## src/rtl/core/cts_pkg.sv

```systemverilog
// -----------------------------------------------------------------------------
// Cosine series package
// Shared widths, register indexes, the division-chain lane type and the
// per-term divisor function for the cosine Maclaurin series block.
// -----------------------------------------------------------------------------
package cts_pkg;

	localparam int MAX_TERMS = 32;
	localparam int FRAC_W    = 50;
	localparam int ANGLE_W   = 54;
	localparam int COS_W     = 58;
	localparam int REM_W     = 57;
	localparam int TOL_W     = 51;
	localparam int CNT_W     = 6;
	localparam int TERMS_W   = 6;

	// Term index counter and the divisor (2k)(2k-1) that it selects.
	localparam int K_W   = $clog2(MAX_TERMS + 1);
	localparam int DIV_W = 2 * (K_W + 1);

	// Term magnitudes saturate at 2^62-1; the running sum lives in [-2^62, 2^62].
	localparam int TERM_W = 62;
	localparam int SUM_W  = TERM_W + 2;

	// Multiplier operand split into two partial words per operand.
	localparam int A_LO_W = TERM_W / 2;
	localparam int B_LO_W = ANGLE_W / 2;
	localparam int A_PW   = TERM_W - A_LO_W;
	localparam int B_PW   = ANGLE_W - B_LO_W;
	localparam int PP_W   = A_PW + B_PW;
	localparam int PROD_W = TERM_W + ANGLE_W;

	// Configuration register indexes.
	localparam int CFG_IDX_W = 1;
	localparam logic [CFG_IDX_W-1:0] CFG_TOL = 1'b0;
	localparam logic [CFG_IDX_W-1:0] CFG_CNT = 1'b1;

	// Request kinds.
	localparam logic KIND_TOL   = 1'b0;
	localparam logic KIND_FIXED = 1'b1;

	localparam logic [TOL_W-1:0] TOL_RESET = TOL_W'(11258999);
	localparam logic [CNT_W-1:0] CNT_RESET = CNT_W'(8);

	typedef struct packed {
		logic              v;
		logic [DIV_W-1:0]  rem;
		logic [TERM_W-1:0] word;
		logic [DIV_W-1:0]  den;
	} div_lane_t;

	function automatic logic [DIV_W-1:0] term_divisor(input logic [K_W-1:0] k);
		logic [K_W:0] two_k;
		logic [K_W:0] two_k_m1;
		two_k    = {k, 1'b0};
		two_k_m1 = two_k - 1'b1;
		return DIV_W'(two_k) * DIV_W'(two_k_m1);
	endfunction

endpackage

```

## src/rtl/core/cts_mul.sv

```systemverilog
// -----------------------------------------------------------------------------
// Cosine series multiplier
// Sequential 62 x 54 multiplier built from four partial products, giving
// floor(a * b / 2^50) saturated at 2^62-1.
// -----------------------------------------------------------------------------
module cts_mul (
	input  logic                         clk,
	input  logic                         arst_n,
	input  logic                         go,
	input  logic [cts_pkg::TERM_W-1:0]   a,
	input  logic [cts_pkg::ANGLE_W-1:0]  b,
	output logic                         done,
	output logic [cts_pkg::TERM_W-1:0]   res
);

	localparam logic [2:0] STEP_ISSUE_END = 3'd4;
	localparam logic [2:0] STEP_SAT       = 3'd5;

	logic                          run_q;
	logic [2:0]                    step_q;
	logic                          pv_s1;
	logic [1:0]                    sel_s1;
	logic [cts_pkg::PP_W-1:0]      pp_s1;
	logic [cts_pkg::TERM_W-1:0]    a_q;
	logic [cts_pkg::PROD_W-1:0]    acc_q;
	logic                          done_q;
	logic [cts_pkg::TERM_W-1:0]    res_q;

	logic [cts_pkg::A_PW-1:0]      a_part;
	logic [cts_pkg::B_PW-1:0]      b_part;
	logic [cts_pkg::PP_W-1:0]      pp_d;
	logic [cts_pkg::PROD_W-1:0]    pp_ext;
	logic [cts_pkg::PROD_W-1:0]    pp_sh;
	logic                          issue;
	logic [cts_pkg::TERM_W-1:0]    sat_d;

	assign issue  = run_q && (step_q < STEP_ISSUE_END);
	assign a_part = step_q[0] ? cts_pkg::A_PW'(a_q >> cts_pkg::A_LO_W)
	                          : cts_pkg::A_PW'(a_q[cts_pkg::A_LO_W-1:0]);
	assign b_part = step_q[1] ? cts_pkg::B_PW'(b >> cts_pkg::B_LO_W)
	                          : cts_pkg::B_PW'(b[cts_pkg::B_LO_W-1:0]);
	assign pp_d   = cts_pkg::PP_W'(a_part) * cts_pkg::PP_W'(b_part);
	assign pp_ext = cts_pkg::PROD_W'(pp_s1);

	always_comb begin
		case (sel_s1)
			2'd0:    pp_sh = pp_ext;
			2'd1:    pp_sh = pp_ext << cts_pkg::A_LO_W;
			2'd2:    pp_sh = pp_ext << cts_pkg::B_LO_W;
			default: pp_sh = pp_ext << (cts_pkg::A_LO_W + cts_pkg::B_LO_W);
		endcase
	end

	// Anything at or above 2^(50+62) in the product saturates the term.
	assign sat_d = (|acc_q[cts_pkg::PROD_W-1:cts_pkg::FRAC_W+cts_pkg::TERM_W])
	             ? {cts_pkg::TERM_W{1'b1}}
	             : acc_q[cts_pkg::FRAC_W+cts_pkg::TERM_W-1:cts_pkg::FRAC_W];

	always_ff @(posedge clk or negedge arst_n) begin
		if (!arst_n) begin
			run_q  <= 1'b0;
			step_q <= '0;
			pv_s1  <= 1'b0;
			done_q <= 1'b0;
		end else begin
			pv_s1  <= issue;
			done_q <= run_q && (step_q == STEP_SAT);
			if (go) begin
				run_q  <= 1'b1;
				step_q <= '0;
			end else if (run_q) begin
				step_q <= step_q + 1'b1;
				if (step_q == STEP_SAT) begin
					run_q <= 1'b0;
				end
			end
		end
	end

	always_ff @(posedge clk) begin
		if (go) begin
			a_q <= a;
		end
		if (issue) begin
			pp_s1  <= pp_d;
			sel_s1 <= step_q[1:0];
		end
		if (go) begin
			acc_q <= '0;
		end else if (pv_s1) begin
			acc_q <= acc_q + pp_sh;
		end
		if (run_q && (step_q == STEP_SAT)) begin
			res_q <= sat_d;
		end
	end

	assign done = done_q;
	assign res  = res_q;

endmodule

```

## config.mk

```make
export PLATFORM = sky130hd
export DESIGN_NAME = cts_mul
export DESIGN_NICKNAME = d
export VERILOG_FILES = /design/src/rtl/core/cts_pkg.sv /design/src/rtl/core/cts_mul.sv
export SDC_FILE = /design/constraint.sdc
export NUM_CORES = 2
export LEC_CHECK = 0
export BUFFER_PORTS_ARGS = -buffer_cell sky130_fd_sc_hd__buf_2
export CELL_PAD_IN_SITES_DETAIL_PLACEMENT = 1
export CELL_PAD_IN_SITES_GLOBAL_PLACEMENT = 2
export CORE_MARGIN = 3
export CORE_UTILIZATION = 44
export CTS_CLUSTER_SIZE = 10
export DETAILED_ROUTE_END_ITERATION = 16
export PLACE_DENSITY = 0.94
export SKIP_LAST_GASP = 1
export SYNTH_ARGS = -nofsm -noshare
export SYNTH_HDL_FRONTEND = slang
export SYNTH_SLANG_ARGS = --single-unit
```

## constraint.sdc

```tcl
create_clock -name clk -period 14.9 [get_ports clk]
set_clock_uncertainty 0.2 [all_clocks]
set_input_delay 4.47 -clock clk [delete_from_list [all_inputs] [get_ports clk]]
set_output_delay 4.47 -clock clk [all_outputs]
set_load 0.01 [all_outputs]
```

; Yosys cells after proc, flatten, opt, wreduce, memory -nomap -nowiden
; Cells that the tools add are included.
[classes]
addsub = 2
mul = 1
magnitude_cmp = 1
eq_ne = 3
muxes = 8
n_reduce_logical = 5
[op_table]
columns = operator, count
row1 = 116-bit one-hot mux with 3 select lines, 1
row2 = 116-bit adder, 1
row3 = 31-bit by 27-bit multiplier with 58-bit output, 1
row4 = 31-bit 2-to-1 mux, 1
row5 = 27-bit 2-to-1 mux, 1
row6 = 3-bit 2-to-1 mux, 2
row7 = 4-bit OR reduction, 1
row8 = "3-bit by 1-bit adder with 3-bit output, second input constant", 1
row9 = "3-bit == test, second input constant", 1
row10 = "3-bit less-than comparator, second input constant", 1
row11 = 1-bit 2-to-1 mux, 3
row12 = "2-bit by 1-bit == test with 1-bit output, second input constant", 1
row13 = "2-bit == test, second input constant", 1
row14 = 1-bit logical AND, 2
row15 = 2-bit logical NOT, 1
row16 = 2-bit nonzero test, 1
[totals]
ff_bits = 306
output_inout_bits = 63
elab_cells = 29

; Depth between registers and ports, before layout
[logic_depth]
ltp_word = 4
ltp_mapped = 32
mapped_depth_nobuf = 28

; Worst setup path after synthesis
; Ideal clock, no wire load.
[synth_path]
path_kind = input to register
startpoint = in b[36] (netlist bit)
endpoint = reg pp_s1[54] (netlist bit), data pin
t_arrival_ps = 11404
slack_ps = 3031
path_stages = 28
path_buffers = 2
cell_sequence = mux2i_1 -> clkbuf_1 -> nor2_1 -> fa_1 -> fa_1 -> inv_1 -> fa_1 -> fa_1 -> inv_1 -> fa_1 -> fa_1 -> inv_1 -> fa_1 -> inv_1 -> ha_1 -> clkbuf_1 -> nand2_1 -> nor2_1 -> nand3_1 -> a2111oi_0 -> o21ai_0 -> a31o_2 -> o21ai_1 -> a211oi_1 -> o21ai_0 -> nand3_1 -> o21ai_0 -> xor2_1
[synth_via]
elab_chain_len = 2
[synth_rtl]
columns = element, line_no
row1 = "start, declared", cts_mul.sv:11  ; input logic [cts_pkg::ANGLE_W-1:0] b,
row2 = 27-bit 2-to-1 mux, cts_mul.sv:40  ; assign b_part = step_q[1] ? cts_pkg::B_PW'(b >> cts_pkg::B_LO_W)
row3 = 31-bit by 27-bit multiplier with 58-bit output, cts_mul.sv:42  ; assign pp_d = cts_pkg::PP_W'(a_part) * cts_pkg::PP_W'(b_part);
row4 = via pp_d (one bit), cts_mul.sv:31  ; logic [cts_pkg::PP_W-1:0] pp_d;
row5 = "end signal, assigned", cts_mul.sv:85  ; pp_s1 <= pp_d;
row6 = "end, declared", cts_mul.sv:23  ; logic [cts_pkg::PP_W-1:0] pp_s1;
; The timed path passes the listed nets, and every way through them passes these cells.
; A chain may end at the register's enable or synchronous reset.

; Final worst setup path
[layout_path]
startpoint = in b[37] (netlist bit)
endpoint = reg pp_s1[50] (netlist bit), data pin
; Same word-level chain as after synthesis.

==> flow_summary.toml <==
[place]
io_buffer_count = 181
globalplace.congestion = 0.950
dp_hpwl_um = 130000

[logic_synthesis]
synthFlopType = "edfxtp_1"
ys_seq_area_share_pct = 17.4
synth_cells = 5192
syn_area_per_cell_um2 = 8.85
async_flop_share_pct = 1.96
synth_nets = 6350
synth_warnings = 0
synth_cell_types = 76
ys_ff_latch = 306
synth-edff-count = 184
syn_area_um2 = 45900

[clock_network]
postCtsSetupBuffers = 0
cts-buffers-inserted = 42
clk_latency_ns = 0.64
cts.path.max_buffers = 3
cts.clk_slew.worst_paths_ns = 0.06
cts_tree = "done"
cts_sinks = 306
root_buffer = "clkbuf_16"
cts_resized = 0
htreeDepth = 2
cts_hold_buf = 0

[sta]
min_period_ns = 12.54
tns_ns = 0
setup_viol = 0
fin_crit_sh_pct = 84.1
relSlewSlack_pct = 11.2
slew_violations = 0
hold_violations = 0
fmax_mhz = 79.8
grt_setup_unrepaired = "false"
worst_pin_slew_ns = 1.30

[die]
die_h_um = 329
core.rowCount = 117
pin_count = 182
die_w_um = 329
coreArea_um2 = 103000
dieArea_um2 = 108000
initial_core_util_pct = 44.8

[finish]
drive_gt1_share_pct = 8.25
fin_util_pct = 48.3
nets = 6375
fillers = 12000
syn2layout_area_growth_pct = 7.84

[route]
vias_per_cell = 5.72
drt_pass1_iterations = 6
routedWlPerCell_um = 24.4
vias = 37900
drtIter0Drc = 2615
ant_nets = 0
drc_errors = 0
wl_um = 161000

[setup_path]
reg2reg_slack_ns = 4.77
reg2reg_to = "pp_s1[50]"
cp-endpoint = "pp_s1[50]"
cp_common_cell = "fa_1"
setup.worst_path.class = "primary input to flop"
critPathMaxFanout = 19
worstPathRequired_ns = 15.08
max_stage_delay_ns = 0.98
cp-start-kind = "primary input"
cp-end-kind = "flop"
timing.rr.start = "step_q[1]"
arrival_ns = 12.71
crit_slowest_cell = "mux2i_2"
reg2regPathDepth = 27
startpoint = "b[37]"

[global_route]
grt_pass1_vias = 41600
antenna_found_initial = 2
grt_overflow_total = 0
grt_pass1_wl_um = 248000
grt_usage_pct = 30.0
grt_max_degree = 74

[hold_path]
min-delay-start = "acc_q[40]"
hold_path.class = "flop to flop"

[job]
cap_violations = 0

[outcome]
status = "completed"
cells in the mapped netlist (8+ instances only):
cell      count  area share, %
a211oi_1      9           0.15
a21boi_0      8           0.13
a21o_1       86            1.4
a21oi_1     249            2.7
a221oi_1     11           0.21
a22o_1       60            1.1
a31oi_1      15           0.20
and2_1       43           0.59
and3_1       47           0.64
buf_1        16           0.13
clkbuf_1    238            1.9
dfxtp_1     116            5.1
edfxtp_1    184             12
fa_1        725             32
ha_1        314            8.6
inv_1       866            7.1
mux2_2       85            2.1
mux2i_1     119            2.6
nand2_1     708            5.8
nand2b_1     72           0.98
nand3_1      38           0.41
nand4_1      61           0.83
nor2_1      521            4.3
nor2b_1      22           0.30
nor3_1       41           0.45
o21a_1       25           0.41
o21ai_0     167            1.8
o21bai_1     51           0.83
o31a_1        8           0.15
o31ai_1      12           0.20
or3_1         9           0.12
xnor2_1     101            1.9
xor2_1       57            1.1
worst min-delay path by stage:
stage / endpoint / depth (start not counted)
2_1_floorplan: acc_q[40] / 2
3_3_place_gp: acc_q[49] / 2
3_5_place_dp: acc_q[49] / 2
4_1_cts: acc_q[49] / 2
5_1_grt: acc_q[49] / 2
6_report: acc_q[40] / 2
cells in the final DEF, fill, tap and decap left out, types with 21 or more instances in the layout:
| cell type | instances |
|---|---|
| ha_1 | 314 |
| fa_1 | 725 |
| xnor2_1 | 101 |
| a21o_1 | 86 |
| nor2b_1 | 21 |
| dfxtp_1 | 116 |
| a22o_1 | 60 |
| and3_1 | 46 |
| buf_2 | 180 |
| nand3_1 | 38 |
| nor3_1 | 41 |
| a21oi_1 | 249 |
| o21a_1 | 25 |
| mux2_2 | 85 |
| nor2_1 | 519 |
| nand4_1 | 61 |
| nand2_1 | 708 |
| o21bai_1 | 51 |
| buf_4 | 57 |
| and2_1 | 43 |
| clkbuf_16 | 42 |
| xor2_1 | 57 |
| inv_1 | 866 |
| nand2b_1 | 72 |
| o21ai_0 | 167 |
| mux2i_1 | 99 |
| edfxtp_1 | 184 |
state kept, by name, indices dropped and copies added (netlist names):
register and cells:
acc_q 116, a_q 62, res 62, pp_s1 58, step_q 3, sel_s1 2
done 1, pv_s1 1, run_q 1
critical path: cells and delay by family:
family,cells,cell delay [ns]
compound gates,7,2.11
xor+xnor,1,0.09
fa+ha+maj,8,3.94
buf+inv,5,0.33
mux,1,0.98
simple gates,5,0.75
metal layers:
| layer | vias up | global-route usage, % | wire (µm) |
|---|---|---|---|
| met2 | 1516 | 49.9 | 75400 |
| met4 | 0 | 12.1 | 7740 |
| met5 | - | 0 | 0 |
| met3 | 329 | 6.00 | 12900 |
| li1 | 16700 | - | - |
| met1 | 19400 | 38.3 | 65500 |
area by class of cell:
type | count | area (µm²) | area share [%]
multi-input cells | 3762 | 33800 | 68.3
flip-flops and latches | 306 | 8010 | 16.2
inverters | 867 | 3250 | 6.57
well taps | 1368 | 1710 | 3.46
repair buffers | 238 | 1340 | 2.71
clock buffers | 61 | 1130 | 2.29
clock inverters | 16 | 272 | 0.548
diodes | 1 | 2.50 | 0.00505
stage by stage:
step,hold WS [ns],area (µm²),setup WS [ns],std cells
final,0.266,49500,2.36,6619
after global routing,0.306,49500,1.98,6618
after CTS,0.268,49500,2.44,6618
after detailed placement,0.253,48100,1.76,6541
after global placement,0.242,48100,2.05,6541
after floorplan,0.232,45900,3.03,5192
logic make-up (layout without fill, tap and decap cells):
kind of cell               Yosys count  after routing  share of synthesized area [%]
AOI/OAI and AO/OA                  768            768                           10.7
xor gates and xnor gates           158            158                           3.01
adders and majority gates         1039           1039                           40.1
buffers and inverters             1124           1182                           9.19
DFF                                306            306                           17.4
muxes                              204            204                           4.68
other                                0              1                              0
and+or+nand+nor                   1593           1593                           14.9
Power is left out: the tool's default activity adds up to more than one toggle a clock period on the data nets, which glitch-free logic cannot reach.
